### config.mk
export PLATFORM = sky130hd
export DESIGN_NAME = pcg_ram
export DESIGN_NICKNAME = d
export VERILOG_FILES = /design/src/pcg_ram.sv
export SDC_FILE = /design/constraint.sdc
export NUM_CORES = 2
export LEC_CHECK = 0
export ABC_CLOCK_PERIOD_IN_PS = 4000
export BUFFER_PORTS_ARGS = -buffer_cell sky130_fd_sc_hd__buf_2
export CORE_MARGIN = 3
export CORE_UTILIZATION = 38
export DETAILED_ROUTE_END_ITERATION = 8
export HOLD_SLACK_MARGIN = 0.08
export PLACE_DENSITY = 0.58
export SKIP_CTS_REPAIR_TIMING = 1
export SYNTH_ARGS = -nofsm -noshare
export SYNTH_HDL_FRONTEND = slang
export SYNTH_SLANG_ARGS = --single-unit
### constraint.sdc
create_clock -name clk -period 4 [get_ports clk]
set_clock_uncertainty 0.05 [all_clocks]
set_input_delay 0.6 -clock clk [delete_from_list [all_inputs] [get_ports clk]]
set_output_delay 0.6 -clock clk [all_outputs]
set_load 0.01 [all_outputs]
### src/pcg_ram.sv
module pcg_ram #(
	parameter int DEPTH = 1024,
	parameter int WIDTH = 3
) (
	input  logic                     clk,
	input  logic                     we,
	input  logic [$clog2(DEPTH)-1:0] waddr,
	input  logic [WIDTH-1:0]         wdata,
	input  logic [$clog2(DEPTH)-1:0] raddr,
	output logic [WIDTH-1:0]         rdata
);

	logic [WIDTH-1:0] mem [DEPTH];

	always_ff @(posedge clk) begin
		if (we) begin
			mem[waddr] <= wdata;
		end
	end

	always_ff @(posedge clk) begin
		rdata <= mem[raddr];
	end

endmodule

==> impl_metrics.ini <==
[clock_network]
cts_buffers = 321
cts_buffer_depth = 4
htreeDepth = 5
cts_root_buf = clkbuf_16
cts_tree = built
clk_latency_ns = 0.88
cts.clk_slew.worst_paths_ns = 0.06
cts_num_sinks = 3075

[worst_setup_path]
r2r_end = rdata[2]
cp.required_ns = 4.75
cpMostUsedCell = buf_4
rrSetupSlack_ns = 0.95
critical_path_arrival_ns = 4.20
slowest_stage = nor4_1
cp_cell_sequence = buf_4, buf_4, nor2_1, buf_4, nand2_1, nor3_1, nor4_1, buf_4, nand4_1, o21ai_0, buf_4, nand4_1, nand4_1
critical_path.top_delay_family = simple AND/OR/NAND/NOR gates
slowest_delay_ns = 0.58
r2r-start = mem[319][2]
worst_setup_path_end_kind = flip-flop
path_class = in2reg
worstPathMaxFanout = 22
startpoint_type = input port
reg2regPathDepth = 8
path_buf_inv = 5

[global_routing]
grt_pass1_vias = 66200
grt_util_all_layers = 0.207
grt_start_max_net_pins = 149
grt_pass1_wl_um = 496000
antenna_found_initial = 33
overflow = 0

[layout]
final_cell_mix = 3072 x edfxtp_1, 1078 x nor2_1, 635 x mux4_2, 331 x clkbuf_16, 322 x mux2i_1
drive_gt1_frac = 0.225
layout_commonest_cell = edfxtp_1
area_growth_pct = 14.1
postLayoutCellArea_mm2 = 0.141
fill_cells = 27500
nNetsFinal = 6855

[die]
initial_core_util = 0.384
dieArea_mm2 = 0.332
core_mm2 = 0.322
die_h_um = 577
fp.dieW_um = 577
ioPinCount = 28
placement_rows = 208

[timing]
slew_violations = 4
max_slew.worst_pin.slew_ns = 1.51
finalSetupViolations = 0
final_hold_viol_count = 0
setup_ws_ns = 0.552
rsz0062_at_grt = false
fin_crit_ns = 3.45
fin_tns_setup_ns = 0
fmax_mhz = 290
slew_headroom = -0.00755
fin_crit_sh = 0.862

[place]
gp_congestion = 0.830
place_area_mm2 = 0.131
portBuffers = 27
dp_hpwl_um = 212000
place_ws_ns = -0.280

[routing]
via_count = 65600
wl_um = 350000
drc = 0
vias_per_cell = 5.76
ant_nets = 0
drt_iter0_markers = 8501
drt_pre_antenna_iters = 7
wire_per_inst_um = 30.8

[synth]
synth_area_leaders = edfxtp_1 75%, mux4_2 12%, nor2_1 3.3%
synth_top_area_frac = 0.746
ys_seq_elements = 3075
synth-seq-area-share = 0.746
syn_area_per_cell_um2 = 18.9
syn_inst = 6544
synth_cell_types = 79
synthArstFlopShare = 0
syn_area_mm2 = 0.124
synthFlopType = edfxtp_1
yosysWarnings = 0
synth_nets = 6569
yosysTopAreaCell = edfxtp_1
synth_edf_count = 3072

[outcome]
run_status = finished with violations
violations = capacitance limit, slew limit

[hold_path]
hold_end = mem[55][2]
min_from = wdata[2]
hp-class = in2reg
min_path_cells = 1

[pwr]
pwr_density_cell_mw_per_mm2 = 481
ir_drop_mv = 0.372
power_leakage_uw = 0.0435

[run]
maxCapViolCount = 1
==> cells by family (layout without fill, tap and decap cells) <==
| logic type | after synthesis | after routing | share of synthesized area |
|---|---|---|---|
| flops | 3075 | 3075 | 0.746 |
| mux | 1002 | 1002 | 0.149 |
| other cells | 0 | 6 | 0 |
| simple gates | 1443 | 1443 | 0.0484 |
| compound gates | 526 | 526 | 0.0304 |
| buf+inv | 498 | 1020 | 0.0260 |
==> flip-flops by register name, indices dropped and copies added, names as in the netlist <==
register	flops
rdata	3
mem	3072
==> metrics by stage <==
step	hold slack (ns)	cells	total power (uW)	utilization
after global placement	1.06	10800	39800	0.407
after detailed placement	1.07	10800	39800	0.407
after CTS	0.128	11400	68200	0.438
final	0.166	11400	67800	0.438
after floorplan	0.649	6544	38000	-
after global routing	0.135	11400	69700	0.438
==> per-layer routing <==
metal / GRT usage / wire [um] / vias up
li1: - / - / 27100
met1: 0.286 / 138000 / 34600
met4: 0.0592 / 10900 / 6
met5: 0 / 36 / -
met3: 0.0420 / 33400 / 555
met2: 0.333 / 167000 / 3305
==> report_power, final <==
group | switching (uW) | internal, uW
Combinational | 2300 | 1310
Sequential | 26.4 | 35500
Clock | 12100 | 16600
Total | 14500 | 53300
==> how the worst max path moves through the flow <==
stage             start  endpoint  slack [ns]  cells past startpoint
2_1_floorplan  raddr[0]  rdata[1]        1.01                      8
3_3_place_gp   raddr[3]  rdata[2]       -0.22                     13
3_5_place_dp   raddr[3]  rdata[2]       -0.28                     13
4_1_cts        raddr[3]  rdata[2]        0.65                     13
5_1_grt        raddr[3]  rdata[2]        0.57                     13
6_report       raddr[3]  rdata[2]        0.55                     13
==> layout make-up <==
type,count,area [um2],area share
Clock inverter,153,1370,0.00967
Sequential cell,3075,92300,0.654
Tap cell,4305,5390,0.0382
Inverter,5,26.3,0.000186
Antenna cell,6,15.0,0.000106
Clock buffer,406,8560,0.0607
Multi-Input combinational cell,2971,28600,0.203
Timing Repair Buffer,456,4850,0.0344
==> synthesized netlist by cell type (5+ instances only) <==
master	number
a2111oi_0	11
a211o_1	6
a211oi_1	29
a21o_1	5
a21oi_1	79
a221oi_1	17
a22o_1	21
a22oi_1	61
and2_1	13
and3_1	10
buf_1	50
buf_12	25
buf_2	59
buf_4	28
buf_6	48
buf_8	32
clkbuf_1	243
clkbuf_4	5
edfxtp_1	3072
inv_1	5
mux2_2	14
mux2i_1	322
mux4_1	27
mux4_2	635
nand2_1	124
nand2b_1	8
nand3_1	48
nand4_1	13
nor2_1	1080
nor2b_1	19
nor3_1	54
nor3b_1	13
nor4_1	17
o2111ai_1	6
o211ai_1	5
o21ai_0	53
o21ai_1	7
o221ai_1	99
o22a_1	5
o22ai_1	84
o31ai_1	7
o32ai_1	6
or2_2	5
or3_1	9
or4_1	5
(Power assumes the default switching activity.)
