<file path="src/pcg_pkg.sv">
package pcg_pkg;

	localparam int MAX_CELLS = 1024;
	localparam int MAX_DIM = 64;
	localparam int ADDR_W = $clog2(MAX_CELLS);

	localparam int CELL_W = 3;
	localparam int IDX_W = 6;
	localparam int COUNT_W = 7;
	localparam int POS_W = 7;
	localparam int FUNC_W = 3;
	localparam int STATUS_W = 3;

	localparam int OP_W = COUNT_W + 1;
	localparam int PROD_W = 2 * OP_W;

	localparam int IN_BITS = 2 * IDX_W + POS_W + CELL_W + 2 * COUNT_W;
	localparam int IN_W = ((IN_BITS + 7) / 8) * 8;
	localparam int OUT_BITS = CELL_W + 2 * COUNT_W;
	localparam int OUT_W = ((OUT_BITS + 7) / 8) * 8;

	typedef enum logic [FUNC_W-1:0] {
		FN_READ    = 3'd0,
		FN_WRITE   = 3'd1,
		FN_INIT    = 3'd2,
		FN_INS_ROW = 3'd3,
		FN_DEL_ROW = 3'd4,
		FN_INS_COL = 3'd5,
		FN_DEL_COL = 3'd6
	} func_t;

	typedef enum logic [STATUS_W-1:0] {
		ST_OK        = 3'd0,
		ST_BAD_POS   = 3'd1,
		ST_LAST      = 3'd2,
		ST_CAPACITY  = 3'd3,
		ST_BAD_COORD = 3'd4
	} status_t;

	typedef enum logic [2:0] {
		WK_CLEAR,
		WK_INS_ROW,
		WK_DEL_ROW,
		WK_INS_COL,
		WK_DEL_COL
	} walk_kind_t;

	typedef enum logic [1:0] {
		S_IDLE,
		S_READ,
		S_WALK,
		S_DRAIN
	} state_t;

	typedef struct packed {
		logic [IN_W-IN_BITS-1:0] pad;
		logic [COUNT_W-1:0]      dim_cols;
		logic [COUNT_W-1:0]      dim_rows;
		logic [CELL_W-1:0]       value;
		logic [POS_W-1:0]        position;
		logic [IDX_W-1:0]        column;
		logic [IDX_W-1:0]        row;
	} in_word_t;

	typedef struct packed {
		logic [OUT_W-OUT_BITS-1:0] pad;
		logic [COUNT_W-1:0]        cols_now;
		logic [COUNT_W-1:0]        rows_now;
		logic [CELL_W-1:0]         read_value;
	} out_word_t;

	typedef struct packed {
		walk_kind_t         kind;
		logic               desc;
		logic [IDX_W-1:0]   r_start;
		logic [IDX_W-1:0]   r_end;
		logic [COUNT_W-1:0] cn;
		logic [COUNT_W-1:0] co;
		logic [POS_W-1:0]   pos;
		logic [CELL_W-1:0]  fill;
		logic [ADDR_W-1:0]  dst_base;
		logic [ADDR_W-1:0]  src_base;
	} walk_plan_t;

	typedef struct packed {
		status_t            status;
		logic               is_read;
		logic               is_write;
		logic               walk;
		logic [ADDR_W-1:0]  addr;
		logic [COUNT_W-1:0] rows;
		logic [COUNT_W-1:0] cols;
		walk_plan_t         plan;
	} dec_t;

	typedef struct packed {
		logic              en;
		logic [ADDR_W-1:0] addr;
		logic [CELL_W-1:0] data;
	} wr_t;

endpackage

</file>
<file path="src/pcg_decode.sv">
module pcg_decode (
	input  logic [pcg_pkg::FUNC_W-1:0]  func,
	input  pcg_pkg::in_word_t           word,
	input  logic [pcg_pkg::COUNT_W-1:0] rows,
	input  logic [pcg_pkg::COUNT_W-1:0] cols,
	output pcg_pkg::dec_t               dec
);

	localparam int AW = pcg_pkg::ADDR_W;
	localparam int CW = pcg_pkg::COUNT_W;
	localparam int IW = pcg_pkg::IDX_W;
	localparam int OW = pcg_pkg::OP_W;
	localparam int PW = pcg_pkg::PROD_W;

	logic [OW-1:0] rows_x;
	logic [OW-1:0] cols_x;
	logic [OW-1:0] rows_inc;
	logic [OW-1:0] cols_inc;
	logic [OW-1:0] op_a;
	logic [OW-1:0] op_b;
	logic [PW-1:0] prod;
	logic          over_cap;

	assign rows_x   = OW'(rows);
	assign cols_x   = OW'(cols);
	assign rows_inc = rows_x + OW'(1);
	assign cols_inc = cols_x + OW'(1);

	always_comb begin
		case (pcg_pkg::func_t'(func))
			pcg_pkg::FN_READ, pcg_pkg::FN_WRITE: begin
				op_a = OW'(word.row);
				op_b = cols_x;
			end
			pcg_pkg::FN_INIT: begin
				op_a = OW'(word.dim_rows);
				op_b = OW'(word.dim_cols);
			end
			pcg_pkg::FN_INS_ROW: begin
				op_a = rows_inc;
				op_b = cols_x;
			end
			pcg_pkg::FN_DEL_ROW: begin
				op_a = OW'(word.position);
				op_b = cols_x;
			end
			pcg_pkg::FN_INS_COL: begin
				op_a = rows_x;
				op_b = cols_inc;
			end
			default: begin
				op_a = '0;
				op_b = '0;
			end
		endcase
	end

	assign prod     = op_a * op_b;
	assign over_cap = prod > PW'(pcg_pkg::MAX_CELLS);

	always_comb begin
		dec        = '0;
		dec.status = pcg_pkg::ST_OK;
		dec.rows   = rows;
		dec.cols   = cols;
		case (pcg_pkg::func_t'(func))
			pcg_pkg::FN_READ, pcg_pkg::FN_WRITE: begin
				if (CW'(word.row) >= rows || CW'(word.column) >= cols) begin
					dec.status = pcg_pkg::ST_BAD_COORD;
				end else begin
					dec.addr     = AW'(prod + PW'(word.column));
					dec.is_read  = (pcg_pkg::func_t'(func) == pcg_pkg::FN_READ);
					dec.is_write = (pcg_pkg::func_t'(func) == pcg_pkg::FN_WRITE);
				end
			end
			pcg_pkg::FN_INIT: begin
				if (word.dim_rows == '0 || word.dim_cols == '0 ||
				    word.dim_rows > CW'(pcg_pkg::MAX_DIM) ||
				    word.dim_cols > CW'(pcg_pkg::MAX_DIM)) begin
					dec.status = pcg_pkg::ST_BAD_COORD;
				end else if (over_cap) begin
					dec.status = pcg_pkg::ST_CAPACITY;
				end else begin
					dec.rows          = word.dim_rows;
					dec.cols          = word.dim_cols;
					dec.walk          = 1'b1;
					dec.plan.kind     = pcg_pkg::WK_CLEAR;
					dec.plan.desc     = 1'b0;
					dec.plan.r_start  = '0;
					dec.plan.r_end    = IW'(word.dim_rows - CW'(1));
					dec.plan.cn       = word.dim_cols;
					dec.plan.co       = word.dim_cols;
					dec.plan.fill     = '0;
				end
			end
			pcg_pkg::FN_INS_ROW: begin
				if (word.position > rows) begin
					dec.status = pcg_pkg::ST_BAD_POS;
				end else if (rows_inc > OW'(pcg_pkg::MAX_DIM) || over_cap) begin
					dec.status = pcg_pkg::ST_CAPACITY;
				end else begin
					dec.rows          = CW'(rows_inc);
					dec.walk          = (cols != '0);
					dec.plan.kind     = pcg_pkg::WK_INS_ROW;
					dec.plan.desc     = 1'b1;
					dec.plan.r_start  = IW'(rows);
					dec.plan.r_end    = IW'(word.position);
					dec.plan.cn       = cols;
					dec.plan.co       = cols;
					dec.plan.pos      = word.position;
					dec.plan.fill     = word.value;
					dec.plan.dst_base = AW'(prod - PW'(cols_x));
					dec.plan.src_base = AW'(prod - (PW'(cols_x) << 1));
				end
			end
			pcg_pkg::FN_DEL_ROW: begin
				if (word.position >= rows) begin
					dec.status = pcg_pkg::ST_BAD_POS;
				end else if (rows <= CW'(1)) begin
					dec.status = pcg_pkg::ST_LAST;
				end else begin
					dec.rows          = rows - CW'(1);
					dec.walk          = (cols != '0) && (word.position != rows - CW'(1));
					dec.plan.kind     = pcg_pkg::WK_DEL_ROW;
					dec.plan.desc     = 1'b0;
					dec.plan.r_start  = IW'(word.position);
					dec.plan.r_end    = IW'(rows - CW'(2));
					dec.plan.cn       = cols;
					dec.plan.co       = cols;
					dec.plan.pos      = word.position;
					dec.plan.dst_base = AW'(prod);
					dec.plan.src_base = AW'(prod + PW'(cols_x));
				end
			end
			pcg_pkg::FN_INS_COL: begin
				if (word.position > cols) begin
					dec.status = pcg_pkg::ST_BAD_POS;
				end else if (cols_inc > OW'(pcg_pkg::MAX_DIM) || over_cap) begin
					dec.status = pcg_pkg::ST_CAPACITY;
				end else begin
					dec.cols          = CW'(cols_inc);
					dec.walk          = (rows != '0);
					dec.plan.kind     = pcg_pkg::WK_INS_COL;
					dec.plan.desc     = 1'b1;
					dec.plan.r_start  = IW'(rows - CW'(1));
					dec.plan.r_end    = '0;
					dec.plan.cn       = CW'(cols_inc);
					dec.plan.co       = cols;
					dec.plan.pos      = word.position;
					dec.plan.fill     = word.value;
					dec.plan.dst_base = AW'(prod - PW'(cols_inc));
					dec.plan.src_base = AW'(prod - PW'(rows_x) - PW'(cols_x));
				end
			end
			pcg_pkg::FN_DEL_COL: begin
				if (word.position >= cols) begin
					dec.status = pcg_pkg::ST_BAD_POS;
				end else if (cols <= CW'(1)) begin
					dec.status = pcg_pkg::ST_LAST;
				end else begin
					dec.cols          = cols - CW'(1);
					dec.walk          = (rows != '0);
					dec.plan.kind     = pcg_pkg::WK_DEL_COL;
					dec.plan.desc     = 1'b0;
					dec.plan.r_start  = '0;
					dec.plan.r_end    = IW'(rows - CW'(1));
					dec.plan.cn       = cols - CW'(1);
					dec.plan.co       = cols;
					dec.plan.pos      = word.position;
				end
			end
			default: begin
				dec.status = pcg_pkg::ST_BAD_COORD;
			end
		endcase
	end

endmodule

</file>
<file path="config.mk">
export PLATFORM = sky130hd
export DESIGN_NAME = pcg_decode
export DESIGN_NICKNAME = d
export VERILOG_FILES = /design/src/pcg_pkg.sv /design/src/pcg_decode.sv
export SDC_FILE = /design/constraint.sdc
export NUM_CORES = 1
export LEC_CHECK = 0
export ABC_AREA = 0
export ABC_CLOCK_PERIOD_IN_PS = 11200
export BUFFER_PORTS_ARGS = -buffer_cell sky130_fd_sc_hd__buf_2
export CAP_MARGIN = 25
export CORE_ASPECT_RATIO = 0.7
export CORE_MARGIN = 2
export CORE_UTILIZATION = 54
export DETAILED_ROUTE_END_ITERATION = 8
export GPL_TIMING_DRIVEN = 0
export PLACE_DENSITY = 0.79
export SLEW_MARGIN = 10
export SYNTH_ARGS = -nofsm -noshare
export SYNTH_HDL_FRONTEND = slang
export SYNTH_SLANG_ARGS = --single-unit
</file>
<file path="constraint.sdc">
create_clock -name vclk -period 11.2
set_input_delay 2.24 -clock vclk [all_inputs]
set_output_delay 2.24 -clock vclk [all_outputs]
set_load 0.01 [all_outputs]
</file>
==> impl_results.md <==
- Status: completed
- Worst slew margin: 0.463
- Core Area: 13900 um^2
- DR pass1 iterations: 9
- I/O pins: 147
- CTS Hold Buffers Added: 0
- Area delta synth->final: 32.9%
- Drc violations: 0
- CP required: 8960 ps
- Hold_ws: 4790 ps
- Max-slew violations: 0
- Startpoint types: input pin
- DP HPWL: 23800 um
- Area contributors post-synth: ha_1, fa_1, inv_1, xnor2_1, nor2_1
- Worst Hold Class: input pin to output pin
- Crit-path max FO: 10
- Mean post-synth cell area: 7.24 um^2
- Gpl congestion: 1.00
- Leading area contributor after synthesis: ha_1
- Power density cells: 123 nW/um^2
- Number of global-route vias before repair: 8774
- First-pass GRT wire length: 47400 um
- Post-Syn Area: 7700 um^2
- Worst-Margin Slew: 806 ps
- Count of final setup violators: 0
- Layout Nets: 1534
- RSZ-0062 raised after global routing: true
- Leak: 5.14 nW
- Layout cell share with drive strength beyond 1: 0.294
- Routed wire per std cell: 21.6 um
- Max cap viols: 0
- Die H: 104 um
- Sequential cell count: 0
- Synth top area share: 0.205
- CP arrival: 8950 ps
- Remaining Overflow, GRT: 0
- Final hold vios: 0
- Syn nets: 1294
- Post-synth cell types: 74
- Yosys Warn Count: 0
- Crit path kind: input pin to output pin
- Fin crit period: 11190 ps
- Die footprint: 15200 um^2
- Commonest non-fill, non-tap cell in the layout: buf_2
- Worst setup margin: 7.07 ps
- Buffers on Ports: 143
- Synthesized instance count: 1063
- DIE WIDTH: 147 um
- Clock Buffer Count: 0
- Most frequent cells in the layout: buf_2, ha_1, inv_1
- Util after Layout: 0.735
- DR vias/cell: 6.52
- CP endpoint kind: output pin
- Final Cycle Share: 0.999
- Starting density of the core: 0.553
- Routed Antenna Nets: 0
- Post-synthesis sequential area ratio: 0
- Worst vdd ir: 0.161 mV
- Rows: 36
- Worst slack, placed: -2050 ps
- DR vias: 9720
- Initial antenna violation count: 1
- Drt first-iter violations: 1214
- Diodes inserted: 0
- Max Freq: 0.0893 GHz
- Largest net degree at the start of global routing: 13
- WL final: 32200 um
- GR Util All Layers: 0.388
- Sequential cell area: 0 um^2
[what timing repair did]
action | 4_1_cts | 5_1_grt
endpoints found under the setup margin | 81 | 74
pin swaps | 33 | 53
gates resized for setup | 133 | 66
setup buffers | 57 | 39
[layer usage]
layer	global-route usage	vias to the layer above	routed length (um)
li1	-	4280	-
met1	0.541	4451	12700
met2	0.586	804	13100
met3	0.104	183	4670
met4	0.116	2	1670
met5	0	-	13
[cell usage after synthesis (all sizes together), types with 4 or more instances]
library cell,n
nor3,21
xor2,20
nand4,7
o21a,6
or3,6
o21bai,7
fa,48
nor4,7
nand2b,11
a21boi,5
a221oi,7
a21oi,55
a221o,17
nand3,26
or2,15
and3,14
xnor2,52
a21o,32
a31oi,8
inv,124
o211ai,9
mux2i,9
and2,7
a211oi,12
buf,14
a22oi,24
nand2,61
clkbuf,26
nor2,109
a22o,4
a211o,6
o22ai,9
o21ai,77
nor2b,27
o211a,4
ha,126
a32oi,4
a222oi,6
[metrics by stage]
step | instances | cell area [um^2] | power [mW] | setup TNS (ps)
after floorplan | 1063 | 7710 | 0.738 | 0
after global placement | 1396 | 8660 | 0.984 | -169180
after detailed placement | 1400 | 8690 | 1.01 | -135240
after CTS | 1455 | 9710 | 1.14 | 0
after global routing | 1491 | 10200 | 1.35 | -1330
final | 1491 | 10200 | 1.26 | 0
[critical path, stage by stage]
cell and delay [ps]:
buf_2 170, clkbuf_1 520, xnor2_2 190, a211oi_2 320, a21oi_4 50, or2_2 310
fa_1 490, inv_1 60, fa_1 510, fa_1 520, inv_1 60, fa_1 540
inv_1 70, ha_4 290, o211ai_1 170, o21ai_4 330, a22oi_1 150, a22oi_2 300
nand4_1 230, buf_4 220, nor4_4 340, buf_6 200, o221ai_1 170, a21oi_1 200
o211ai_1 140, buf_2 170
[report_power, final]
part	total (mW)	internal [mW]	switching, mW
clock network	0	0	0
logic	1.26	0.534	0.723
registers	0	0	0
[path summary, 6_finish.rpt]
check | startpoint | endpoint | slack (ps) | cells after the start
min | word[22] | dec[44] | 4790 | 3
max | rows[6] | dec[62] | 7 | 26
[area by class of cell]
cell class                      instances  area [um^2]
Multi-Input combinational cell        898         7660
Tap cell                              190          238
Inverter                              125          495
Fill cell                            1062         3690
Timing Repair Buffer                  242         1550
Buffer                                 36          290
[cells by family after synthesis]
family,after synthesis,share of synthesized area
buffers and inverters,165,0.0842
AND/OR/NAND/NOR,318,0.201
multiplexers,12,0.0161
AO/OA/AOI/OAI,321,0.286
XOR/XNOR,72,0.0819
adder cells (fa/ha/maj),174,0.330
other,1,0.000487
Note: power is estimated with default switching activity, not from simulation.
