$ cat config.mk
export PLATFORM = sky130hd
export DESIGN_NAME = pcg_walk
export DESIGN_NICKNAME = d
export VERILOG_FILES = /design/src/pcg_pkg.sv /design/src/pcg_walk.sv
export SDC_FILE = /design/constraint.sdc
export NUM_CORES = 1
export LEC_CHECK = 0
export BUFFER_PORTS_ARGS = -buffer_cell sky130_fd_sc_hd__buf_2
export CAP_MARGIN = 20
export CORE_ASPECT_RATIO = 0.8
export CORE_MARGIN = 4
export CORE_UTILIZATION = 50
export CTS_CLUSTER_DIAMETER = 200
export DETAILED_ROUTE_END_ITERATION = 8
export PLACE_DENSITY = 0.7
export SLEW_MARGIN = 20
export SYNTH_ARGS = -nofsm -noshare
export SYNTH_HDL_FRONTEND = slang
export SYNTH_SLANG_ARGS = --single-unit
$ cat constraint.sdc
create_clock -name clk -period 4.6 [get_ports clk]
set_clock_uncertainty 0.1 [all_clocks]
set_input_delay 0.46 -clock clk [delete_from_list [all_inputs] [get_ports clk]]
set_output_delay 0.46 -clock clk [all_outputs]
set_load 0.01 [all_outputs]
$ cat src/pcg_pkg.sv
package pcg_pkg;

	localparam int MAX_CELLS = 1024;
	localparam int MAX_DIM = 64;
	localparam int ADDR_W = $clog2(MAX_CELLS);

	localparam int CELL_W = 3;
	localparam int IDX_W = 6;
	localparam int COUNT_W = 7;
	localparam int POS_W = 7;
	localparam int FUNC_W = 3;
	localparam int STATUS_W = 3;

	localparam int OP_W = COUNT_W + 1;
	localparam int PROD_W = 2 * OP_W;

	localparam int IN_BITS = 2 * IDX_W + POS_W + CELL_W + 2 * COUNT_W;
	localparam int IN_W = ((IN_BITS + 7) / 8) * 8;
	localparam int OUT_BITS = CELL_W + 2 * COUNT_W;
	localparam int OUT_W = ((OUT_BITS + 7) / 8) * 8;

	typedef enum logic [FUNC_W-1:0] {
		FN_READ    = 3'd0,
		FN_WRITE   = 3'd1,
		FN_INIT    = 3'd2,
		FN_INS_ROW = 3'd3,
		FN_DEL_ROW = 3'd4,
		FN_INS_COL = 3'd5,
		FN_DEL_COL = 3'd6
	} func_t;

	typedef enum logic [STATUS_W-1:0] {
		ST_OK        = 3'd0,
		ST_BAD_POS   = 3'd1,
		ST_LAST      = 3'd2,
		ST_CAPACITY  = 3'd3,
		ST_BAD_COORD = 3'd4
	} status_t;

	typedef enum logic [2:0] {
		WK_CLEAR,
		WK_INS_ROW,
		WK_DEL_ROW,
		WK_INS_COL,
		WK_DEL_COL
	} walk_kind_t;

	typedef enum logic [1:0] {
		S_IDLE,
		S_READ,
		S_WALK,
		S_DRAIN
	} state_t;

	typedef struct packed {
		logic [IN_W-IN_BITS-1:0] pad;
		logic [COUNT_W-1:0]      dim_cols;
		logic [COUNT_W-1:0]      dim_rows;
		logic [CELL_W-1:0]       value;
		logic [POS_W-1:0]        position;
		logic [IDX_W-1:0]        column;
		logic [IDX_W-1:0]        row;
	} in_word_t;

	typedef struct packed {
		logic [OUT_W-OUT_BITS-1:0] pad;
		logic [COUNT_W-1:0]        cols_now;
		logic [COUNT_W-1:0]        rows_now;
		logic [CELL_W-1:0]         read_value;
	} out_word_t;

	typedef struct packed {
		walk_kind_t         kind;
		logic               desc;
		logic [IDX_W-1:0]   r_start;
		logic [IDX_W-1:0]   r_end;
		logic [COUNT_W-1:0] cn;
		logic [COUNT_W-1:0] co;
		logic [POS_W-1:0]   pos;
		logic [CELL_W-1:0]  fill;
		logic [ADDR_W-1:0]  dst_base;
		logic [ADDR_W-1:0]  src_base;
	} walk_plan_t;

	typedef struct packed {
		status_t            status;
		logic               is_read;
		logic               is_write;
		logic               walk;
		logic [ADDR_W-1:0]  addr;
		logic [COUNT_W-1:0] rows;
		logic [COUNT_W-1:0] cols;
		walk_plan_t         plan;
	} dec_t;

	typedef struct packed {
		logic              en;
		logic [ADDR_W-1:0] addr;
		logic [CELL_W-1:0] data;
	} wr_t;

endpackage

$ cat src/pcg_walk.sv
module pcg_walk (
	input  logic                        clk,
	input  logic                        arst_n,
	input  logic                        load,
	input  pcg_pkg::walk_plan_t         plan,
	input  logic                        step,
	input  logic [pcg_pkg::CELL_W-1:0]  rdata,
	output logic [pcg_pkg::ADDR_W-1:0]  rd_addr,
	output pcg_pkg::wr_t                wr,
	output logic                        last
);

	localparam int AW = pcg_pkg::ADDR_W;
	localparam int CW = pcg_pkg::COUNT_W;
	localparam int IW = pcg_pkg::IDX_W;

	pcg_pkg::walk_plan_t plan_q;
	logic [IW-1:0]       r_q;
	logic [IW-1:0]       c_q;
	logic [AW-1:0]       dst_base_q;
	logic [AW-1:0]       src_base_q;
	logic                valid_s1;
	logic [AW-1:0]       dst_s1;
	logic                fill_s1;

	logic [IW-1:0]       c_last;
	logic [CW-1:0]       c_x;
	logic [CW-1:0]       src_col;
	logic                is_fill;
	logic [AW-1:0]       dst_addr;

	assign c_last = IW'(plan_q.cn - CW'(1));
	assign c_x    = CW'(c_q);

	always_comb begin
		case (plan_q.kind)
			pcg_pkg::WK_INS_COL: begin
				src_col = (c_x > plan_q.pos) ? c_x - CW'(1) : c_x;
				is_fill = (c_x == plan_q.pos);
			end
			pcg_pkg::WK_DEL_COL: begin
				src_col = (c_x >= plan_q.pos) ? c_x + CW'(1) : c_x;
				is_fill = 1'b0;
			end
			pcg_pkg::WK_INS_ROW: begin
				src_col = c_x;
				is_fill = (CW'(r_q) == plan_q.pos);
			end
			pcg_pkg::WK_CLEAR: begin
				src_col = c_x;
				is_fill = 1'b1;
			end
			default: begin
				src_col = c_x;
				is_fill = 1'b0;
			end
		endcase
	end

	assign dst_addr = dst_base_q + AW'(c_q);
	assign rd_addr  = src_base_q + AW'(src_col);
	assign last     = (r_q == plan_q.r_end) && (plan_q.desc ? (c_q == '0) : (c_q == c_last));

	always_ff @(posedge clk) begin
		if (load) begin
			plan_q     <= plan;
			r_q        <= plan.r_start;
			c_q        <= plan.desc ? IW'(plan.cn - CW'(1)) : '0;
			dst_base_q <= plan.dst_base;
			src_base_q <= plan.src_base;
		end else if (step) begin
			if (plan_q.desc) begin
				if (c_q == '0) begin
					c_q        <= c_last;
					r_q        <= r_q - IW'(1);
					dst_base_q <= dst_base_q - AW'(plan_q.cn);
					src_base_q <= src_base_q - AW'(plan_q.co);
				end else begin
					c_q <= c_q - IW'(1);
				end
			end else begin
				if (c_q == c_last) begin
					c_q        <= '0;
					r_q        <= r_q + IW'(1);
					dst_base_q <= dst_base_q + AW'(plan_q.cn);
					src_base_q <= src_base_q + AW'(plan_q.co);
				end else begin
					c_q <= c_q + IW'(1);
				end
			end
		end
		if (step) begin
			dst_s1  <= dst_addr;
			fill_s1 <= is_fill;
		end
	end

	always_ff @(posedge clk or negedge arst_n) begin
		if (!arst_n) begin
			valid_s1 <= 1'b0;
		end else begin
			valid_s1 <= step;
		end
	end

	assign wr.en   = valid_s1;
	assign wr.addr = dst_s1;
	assign wr.data = fill_s1 ? plan_q.fill : rdata;

endmodule

==> impl_table.tex, run 1 <==
\begin{tabular}{lr}
\hline
Metric & Value \\
\hline
\multicolumn{2}{l}{\textbf{Setup path}} \\
Critical path endpoint category & output port \\
Crit path DAT & 3.84 ns \\
Highest net fanout along the worst path & 6 \\
Critical path type & register to output port \\
Nature of the critical path startpoint & register \\
Req. time, crit path & 4.04 ns \\
\multicolumn{2}{l}{\textbf{Power and ir drop}} \\
Portion of total power attributed to sequential cells & 35.1\% \\
Power Dens Cells & 442.0 mW/mm\^{}2 \\
Maximum ir drop on the vdd rail & 0.1978 mV \\
Leakage dissipation & 2.775 nW \\
Internal & 1.936 mW \\
Combinational share of power & 40.0\% \\
Total Power Consumption & 2.922 mW \\
P\_sw & 986.0 uW \\
Switching power as a share of total power & 33.75\% \\
Clock share of power & 25.0\% \\
\multicolumn{2}{l}{\textbf{Logic synthesis}} \\
Number of enable flip-flop cells after synthesis & 77 \\
Share of flip-flops with an asynchronous set or reset & 1.282\% \\
Average size of a mapped cell & 10.40 um\^{}2 \\
\#FFs+latches synth & 78 \\
Most frequently used flop master after synthesis & edfxtp\_1 \\
Biggest area consumer among synthesized cells & edfxtp\_1 \\
Synth warn & 0 \\
Post-synthesis cell type count & 58 \\
Top area cells in the synthesized netlist & edfxtp\_1 (41\%), ha\_1 (11\%), xnor2\_1 (9.3\%), xor2\_1 (3.9\%), o21ai\_0 (3.3\%) \\
Combined area of all synthesized cells & 0.005573 mm\^{}2 \\
Cell count after synthesis & 536 \\
Sequential share of the synthesized area & 41.94\% \\
Post-synth net total & 655 \\
Area share of the largest cell type after synthesis & 41.49\% \\
Commonest cells in the netlist & edfxtp\_1 (77), xnor2\_1 (59), ha\_1 (47) \\
Dominant cell by count in the synthesized netlist & edfxtp\_1 \\
\multicolumn{2}{l}{\textbf{Clocking}} \\
Number of H-tree levels & 3 \\
Largest buffer count on any clock path & 2 \\
Clk\_lat worst skew & 0.33 ns \\
TritonCTS Buffers & 9 \\
Clock transition at the register clock pins on the worst setup and hold paths after CTS & 0.06 ns \\
Root buffer selected by CTS & clkbuf\_16 \\
Count of clock tree sinks & 78 \\
TritonCTS clock tree & built \\
\multicolumn{2}{l}{\textbf{Drt}} \\
Antenna-violating nets left & 0 \\
1st-pass router iterations & 4 \\
Total detailed-routing wirelength & 12,830 um \\
Via Count & 4,342 \\
First DRT Iteration DRCs & 322 \\
Vias per Instance & 5.524 \\
Mean routed wirelength per cell & 16.32 um \\
Remaining design rule violation count & 0 \\
\multicolumn{2}{l}{\textbf{STA}} \\
Endpoints failing hold & 0 \\
Slew @ Worst Pin & 0.7607 ns \\
Worst Slack Setup Final & 0.2034 ns \\
Maximum clock rate & 0.2274 GHz \\
Final critical path time including I/O delays and setup & 4.397 ns \\
Share of the cycle needed by the critical path after routing & 95.58\% \\
Max Slew Vio Count & 0 \\
Final setup violation count & 0 \\
Relative slew slack & 49.25\% \\
\multicolumn{2}{l}{\textbf{Placement}} \\
Port buffer count & 91 \\
Final HPWL DP & 9948 um \\
Place WS & 0.2196 ns \\
RePlAce Congestion & 0.9119 \\
\multicolumn{2}{l}{\textbf{Die}} \\
Number of top-level pins & 92 \\
Total Die Area & 0.01291 mm\^{}2 \\
Die span in x & 126.0 um \\
Initial Utilization & 51.17\% \\
Count of standard-cell rows & 34 \\
Vertical extent of the die & 102.4 um \\
Core Region & 0.01089 mm\^{}2 \\
\multicolumn{2}{l}{\textbf{Worst hold path}} \\
Worst min-delay path category & input pin to register \\
\multicolumn{2}{l}{\textbf{Global route}} \\
Antenna violations before repair & 0 \\
Final global-route overflow total & 0 \\
All-Layer GR Usage & 20.28\% \\
First-pass GRT wire length & 20,690 um \\
Number of global-route vias before repair & 4,267 \\
Largest net degree at the start of global routing & 35 \\
\multicolumn{2}{l}{\textbf{Layout}} \\
Area overhead of the layout relative to synthesis & 18.61\% \\
Share of layout cells above drive strength 1 & 22.43\% \\
Antenna diode count & 0 \\
Net count, final & 758 \\
\multicolumn{2}{l}{\textbf{Job}} \\
Max Cap Violations & 0 \\
\multicolumn{2}{l}{\textbf{Run status}} \\
Status & completed \\
\hline
\end{tabular}
area by class of cell:
type / instances / area, um^2
tap: 144 / 180.2
timing repair buffer: 106 / 583.1
clock buffer: 9 / 225.2
fill: 968 / 4280
multi-input combinational: 402 / 3050
sequential: 78 / 2337
inverter: 42 / 157.7
clock inverter: 5 / 76.32
power groups by stage:
stage	Sequential [mW]	Combinational, mW	Clock, mW
global route	1.04	1.32	0.777
global placement	1.04	1.10	0
detailed placement	1.04	1.13	0
finish	1.02	1.17	0.730
floorplan	1.03	0.816	0
CTS	1.03	1.14	0.743
layer usage:
layer	vias up	part of all wire (%)	track usage, %
met1	2042	47	27.46
met2	134	46	33.35
met5	-	0	0
met4	0	1.5	5.688
li1	2148	-	-
met3	18	5.9	4.441
what timing repair did:
item / in CTS / in global routing
hold endpoints to repair: 1 / 0
hold buffers: 1 / 0
gates resized for setup: 1 / 11
setup buffers: 1 / 3
pin swaps: 0 / 4
cloned: 0 / 0
endpoints found under the setup margin: 2 / 4
critical path, cell delays in order (launching register included):
cell and delay [ns]:
edfxtp_1 0.40, ha_1 0.31, a211oi_1 0.07, or3_4 0.39, o2bb2ai_1 0.44, a21oi_1 0.15, mux2_2 0.30, a21oi_1 0.20
fa_2 0.26, nor2b_1 0.05, o21ai_1 0.19, a21boi_2 0.09, o21ai_2 0.18, nor2_1 0.07, a211o_1 0.26, buf_2 0.14
stage by stage:
step           utilization (%)  hold WS [ns]  area (um^2)  instances  TNS [ns]
3_3_place_gp             57.31        0.1348         6241        767         0
6_report                 60.70        0.1982         6610        786         0
4_1_cts                  60.24        0.1867         6560        783         0
2_1_floorplan                -       0.06441         5573        536         0
3_5_place_dp             57.31        0.1358         6241        767         0
5_1_grt                  60.70        0.1855         6610        786   -0.1092
registers in the layout, summed over array words and instances (netlist names):
| signal | cells |
|---|---|
| dst_base_q | 10 |
| valid_s1 | 1 |
| dst_s1 | 10 |
| plan_q | 34 |
| c_q | 6 |
| src_base_q | 10 |
| fill_s1 | 1 |
| r_q | 6 |
layout by cell type (no fill, tap or decap), types with 3 or more instances in the layout:
cell type / instances
nor2b_1: 7
buf_4: 13
xnor2_1: 59
clkbuf_16: 9
nor4_1: 3
mux2i_1: 3
or3_4: 3
edfxtp_1: 77
mux2_2: 7
ha_1: 46
xor2_1: 25
nand2b_1: 3
nand2_1: 46
inv_1: 40
nor3_1: 12
o221ai_1: 5
o21bai_1: 3
fa_1: 4
a31oi_1: 6
nand4_1: 4
o2111ai_1: 3
nor2_1: 33
a21o_1: 12
nand3_1: 6
a21oi_1: 22
and3_1: 3
buf_2: 91
o211ai_1: 6
nand3b_1: 4
o41ai_1: 4
o21ai_0: 35
logic make-up after synthesis:
group	share of synthesized area, %
buf+inv	3.884
xor+xnor	13.61
compound gates	14.14
flops	41.94
fa+ha+maj	12.35
mux	1.953
simple gates	12.12
final timing paths:
path                                         start                 endpoint  slack, ns  cells past startpoint
min in group asynchronous                   arst_n       valid_s1$_DFF_PN0_       0.33                      2
min reg2reg                dst_base_q[9]$_DFFE_PP_      dst_s1[9]$_DFFE_PP_       0.56                      1
max                               c_q[4]$_DFFE_PP_               rd_addr[8]       0.20                     15
max reg2reg                   plan_q[37]$_DFFE_PP_  dst_base_q[1]$_DFFE_PP_       1.27                      9
min                                       plan[34]     plan_q[34]$_DFFE_PP_       0.20                      1
max in group asynchronous                   arst_n       valid_s1$_DFF_PN0_       3.98                      2
No activity file was read; power rests on OpenSTA's default activity.
==> run 2, diff against run 1 <==
==> constraint.sdc (replaced) <==
create_clock -name clk -period 4.7 [get_ports clk]
set_clock_uncertainty 0.1 [all_clocks]
set_input_delay 0.47 -clock clk [delete_from_list [all_inputs] [get_ports clk]]
set_output_delay 0.47 -clock clk [all_outputs]
set_load 0.01 [all_outputs]
==> run 2 against run 1 <==
Sequential share of layout area down 0.23 points. Utilization grew 0.40 points. Non-clock buffer count is 3 higher. Global-route usage up 0.43 points. Routed wire length rose by 2.6%. Flip-flop and latch count unchanged. Sequential power about the same. Critical endpoint is now rd_addr[9].
==> impl_table.tex, run 2 (synthesis gave the netlist of run 1 again) <==
\begin{tabular}{lr}
\hline
Metric & Value \\
\hline
\multicolumn{2}{l}{\textbf{Drt}} \\
1st-pass router iterations & 5 (+1) \\
Remaining design rule violation count & 0 (unchanged) \\
Antenna-violating nets left & 0 (unchanged) \\
Total detailed-routing wirelength & 13,170 um (+2.6\%) \\
Vias per Instance & 5.568 (+0.79\%) \\
Via Count & 4,404 (+1.4\%) \\
Mean routed wirelength per cell & 16.65 um (+2.0\%) \\
First DRT Iteration DRCs & 366 (+14\%) \\
\multicolumn{2}{l}{\textbf{Power and ir drop}} \\
Clock share of power & 26.9\% (+1.9 points) \\
Total Power Consumption & 2.945 mW (+0.79\%) \\
Switching power as a share of total power & 33.54\% (-0.20 points) \\
Internal & 1.957 mW (+1.1\%) \\
Portion of total power attributed to sequential cells & 34.2\% (-0.9 points) \\
Combinational share of power & 38.9\% (-1.1 points) \\
P\_sw & 987.8 uW (+0.18\%) \\
Maximum ir drop on the vdd rail & 0.1929 mV (-2.5\%) \\
Leakage dissipation & 2.798 nW (+0.85\%) \\
Power Dens Cells & 442.6 mW/mm\^{}2 (+0.13\%) \\
\multicolumn{2}{l}{\textbf{STA}} \\
Final setup violation count & 0 (unchanged) \\
Final critical path time including I/O delays and setup & 4.447 ns \\
Relative slew slack & 56.18\% (+6.9 points) \\
Endpoints failing hold & 0 (unchanged) \\
Slew @ Worst Pin & 0.6568 ns (-0.1039 ns) \\
Share of the cycle needed by the critical path after routing & 94.61\% \\
Maximum clock rate & 0.2249 GHz \\
Max Slew Vio Count & 0 (unchanged) \\
\multicolumn{2}{l}{\textbf{Clocking}} \\
Root buffer selected by CTS & clkbuf\_16 \\
Largest buffer count on any clock path & 2 (unchanged) \\
Count of clock tree sinks & 78 (unchanged) \\
Number of H-tree levels & 3 (unchanged) \\
TritonCTS Buffers & 9 (unchanged) \\
Clock transition at the register clock pins on the worst setup and hold paths after CTS & 0.06 ns (about the same) \\
Clk\_lat worst skew & 0.34 ns (about the same) \\
TritonCTS clock tree & built \\
\multicolumn{2}{l}{\textbf{Placement}} \\
Port buffer count & 91 (unchanged) \\
Final HPWL DP & 10,050 um (+0.99\%) \\
Placed Instance Area & 0.006228 mm\^{}2 (-0.20\%) \\
Number of placed cells counting well taps & 767 (unchanged) \\
RePlAce Congestion & 0.9106 (-0.14\%) \\
\multicolumn{2}{l}{\textbf{Setup path}} \\
Nature of the critical path startpoint & register \\
Register-to-register path setup slack & 1.20 ns (-0.07 ns) \\
Slowest stage cell on the critical path & a2111oi\_4 \\
Highest net fanout along the worst path & 4 (-2) \\
Crit path cell chain & ha\_1 > a211oi\_1 > or3\_4 > a2111oi\_4 > inv\_1 > mux2\_2 > a21o\_1 > ha\_1 > a21oi\_1 > o211ai\_1 > a21oi\_2 > nand2\_1 > o2111ai\_1 > xnor2\_1 > buf\_2 \\
Critical path endpoint category & output port \\
Cell seen most often among critical-path stages & ha\_1 \\
Worst stage delay on the critical path & 0.46 ns (+0.02 ns) \\
CP delay by family, top & compound AO/OA/AOI/OAI gates \\
Req. time, crit path & 4.13 ns (+0.09 ns) \\
Crit path buffers/inverters & 2 (+1) \\
Critical path type & register to output port \\
Crit path DAT & 3.88 ns (+0.04 ns) \\
\multicolumn{2}{l}{\textbf{Layout}} \\
Flip-flop count of the largest register, all copies and words added & 34 (unchanged) \\
Sequential standard cell area & 0.002337 mm\^{}2 (unchanged) \\
Area overhead of the layout relative to synthesis & 19.40\% \\
Share of layout cells above drive strength 1 & 22.72\% (+0.29 points) \\
Most frequent cells in the layout & buf\_2 (91), edfxtp\_1 (77), xnor2\_1 (59) \\
Final core utilization & 61.10\% (+0.40 points) \\
Most common cell after layout, fill and taps aside & buf\_2 \\
Antenna diode count & 0 (unchanged) \\
Combined area of the multi-input logic cells & 0.003047 mm\^{}2 (-0.12\%) \\
Net count, final & 761 (+0.40\%) \\
Filler cell count in the final layout & 888 (-8.3\%) \\
Non-filler cells in the finished layout & 791 (+0.64\%) \\
Final instance area & 0.006654 mm\^{}2 (+0.66\%) \\
Register name with the most flops & plan\_q \\
\multicolumn{2}{l}{\textbf{Die}} \\
Count of standard-cell rows & 34 (unchanged) \\
Number of top-level pins & 92 (unchanged) \\
Core Region & 0.01089 mm\^{}2 (unchanged) \\
Vertical extent of the die & 102.4 um (unchanged) \\
Die span in x & 126.0 um (unchanged) \\
Initial Utilization & 51.17\% (unchanged) \\
Total Die Area & 0.01291 mm\^{}2 (unchanged) \\
\multicolumn{2}{l}{\textbf{Global route}} \\
First-pass GRT wire length & 21,040 um (+1.7\%) \\
Largest net degree at the start of global routing & 36 (+2.9\%) \\
Antenna violations before repair & 0 (unchanged) \\
All-Layer GR Usage & 20.71\% (+0.43 points) \\
Final global-route overflow total & 0 (unchanged) \\
Number of global-route vias before repair & 4,263 (-0.094\%) \\
\multicolumn{2}{l}{\textbf{Run status}} \\
Status & completed \\
\multicolumn{2}{l}{\textbf{Worst hold path}} \\
Worst min-delay path category & input pin to register \\
\multicolumn{2}{l}{\textbf{Job}} \\
Max Cap Violations & 0 (unchanged) \\
\hline
\end{tabular}
run 2: cell type report:
| class | count | share of cell area (%) |
|---|---|---|
| multi-input combinational | 402 | 45.79 |
| sequential | 78 | 35.13 |
| timing repair buffer | 109 | 8.913 |
| clock buffer | 10 | 3.441 |
| tap | 144 | 2.708 |
| inverter | 42 | 2.369 |
| clock inverter | 6 | 1.655 |
run 2: worst paths after layout:
| path | from | endpoint | cells past startpoint |
|---|---|---|---|
| worst max-delay path | c_q[4]$_DFFE_PP_ | rd_addr[9] | 15 |
| worst min-delay path | plan[49] | plan_q[49]$_DFFE_PP_ | 1 |
| worst max register to register | plan_q[37]$_DFFE_PP_ | dst_base_q[1]$_DFFE_PP_ | 9 |
| worst min register to register | dst_base_q[0]$_DFFE_PP_ | dst_s1[0]$_DFFE_PP_ | 1 |
| max in group asynchronous | arst_n | valid_s1$_DFF_PN0_ | 2 |
| min in group asynchronous | arst_n | valid_s1$_DFF_PN0_ | 2 |
run 2: per-layer routing:
layer | vias to the layer above | wire length, um | GRT usage [%]
met2 | 148 | 6219 | 34.65
met3 | 18 | 946 | 4.963
met4 | 0 | 161 | 4.864
met1 | 2086 | 5842 | 27.63
met5 | - | 0 | 0
li1 | 2152 | - | -
run 2: power groups by stage:
stage                     logic (mW)  clock network, mW  registers [mW]
final                           1.15              0.791            1.01
after global routing            1.28              0.843            1.02
after CTS                       1.12              0.806            1.01
after detailed placement        1.11                  0            1.02
after global placement          1.08                  0            1.02
after floorplan                0.799                  0            1.01
run 2: what timing repair did:
item                                   in CTS  in global routing
pin swaps                                   0                  4
gates resized for setup                     1                  8
hold buffers                                1                  0
setup buffers                               0                  7
endpoints found under the hold margin       1                  0
setup endpoints to repair                   2                  5
cloned                                      0                  0
run 2: through the flow:
stage	setup TNS [ns]	setup WS (ns)	hold WS (ns)
2_1_floorplan	0	0.7643	0.07441
3_3_place_gp	0	0.4122	0.1445
3_5_place_dp	0	0.3353	0.1458
4_1_cts	0	0.02781	0.1873
5_1_grt	-0.01812	-0.01812	0.1870
6_report	0	0.2534	0.2024
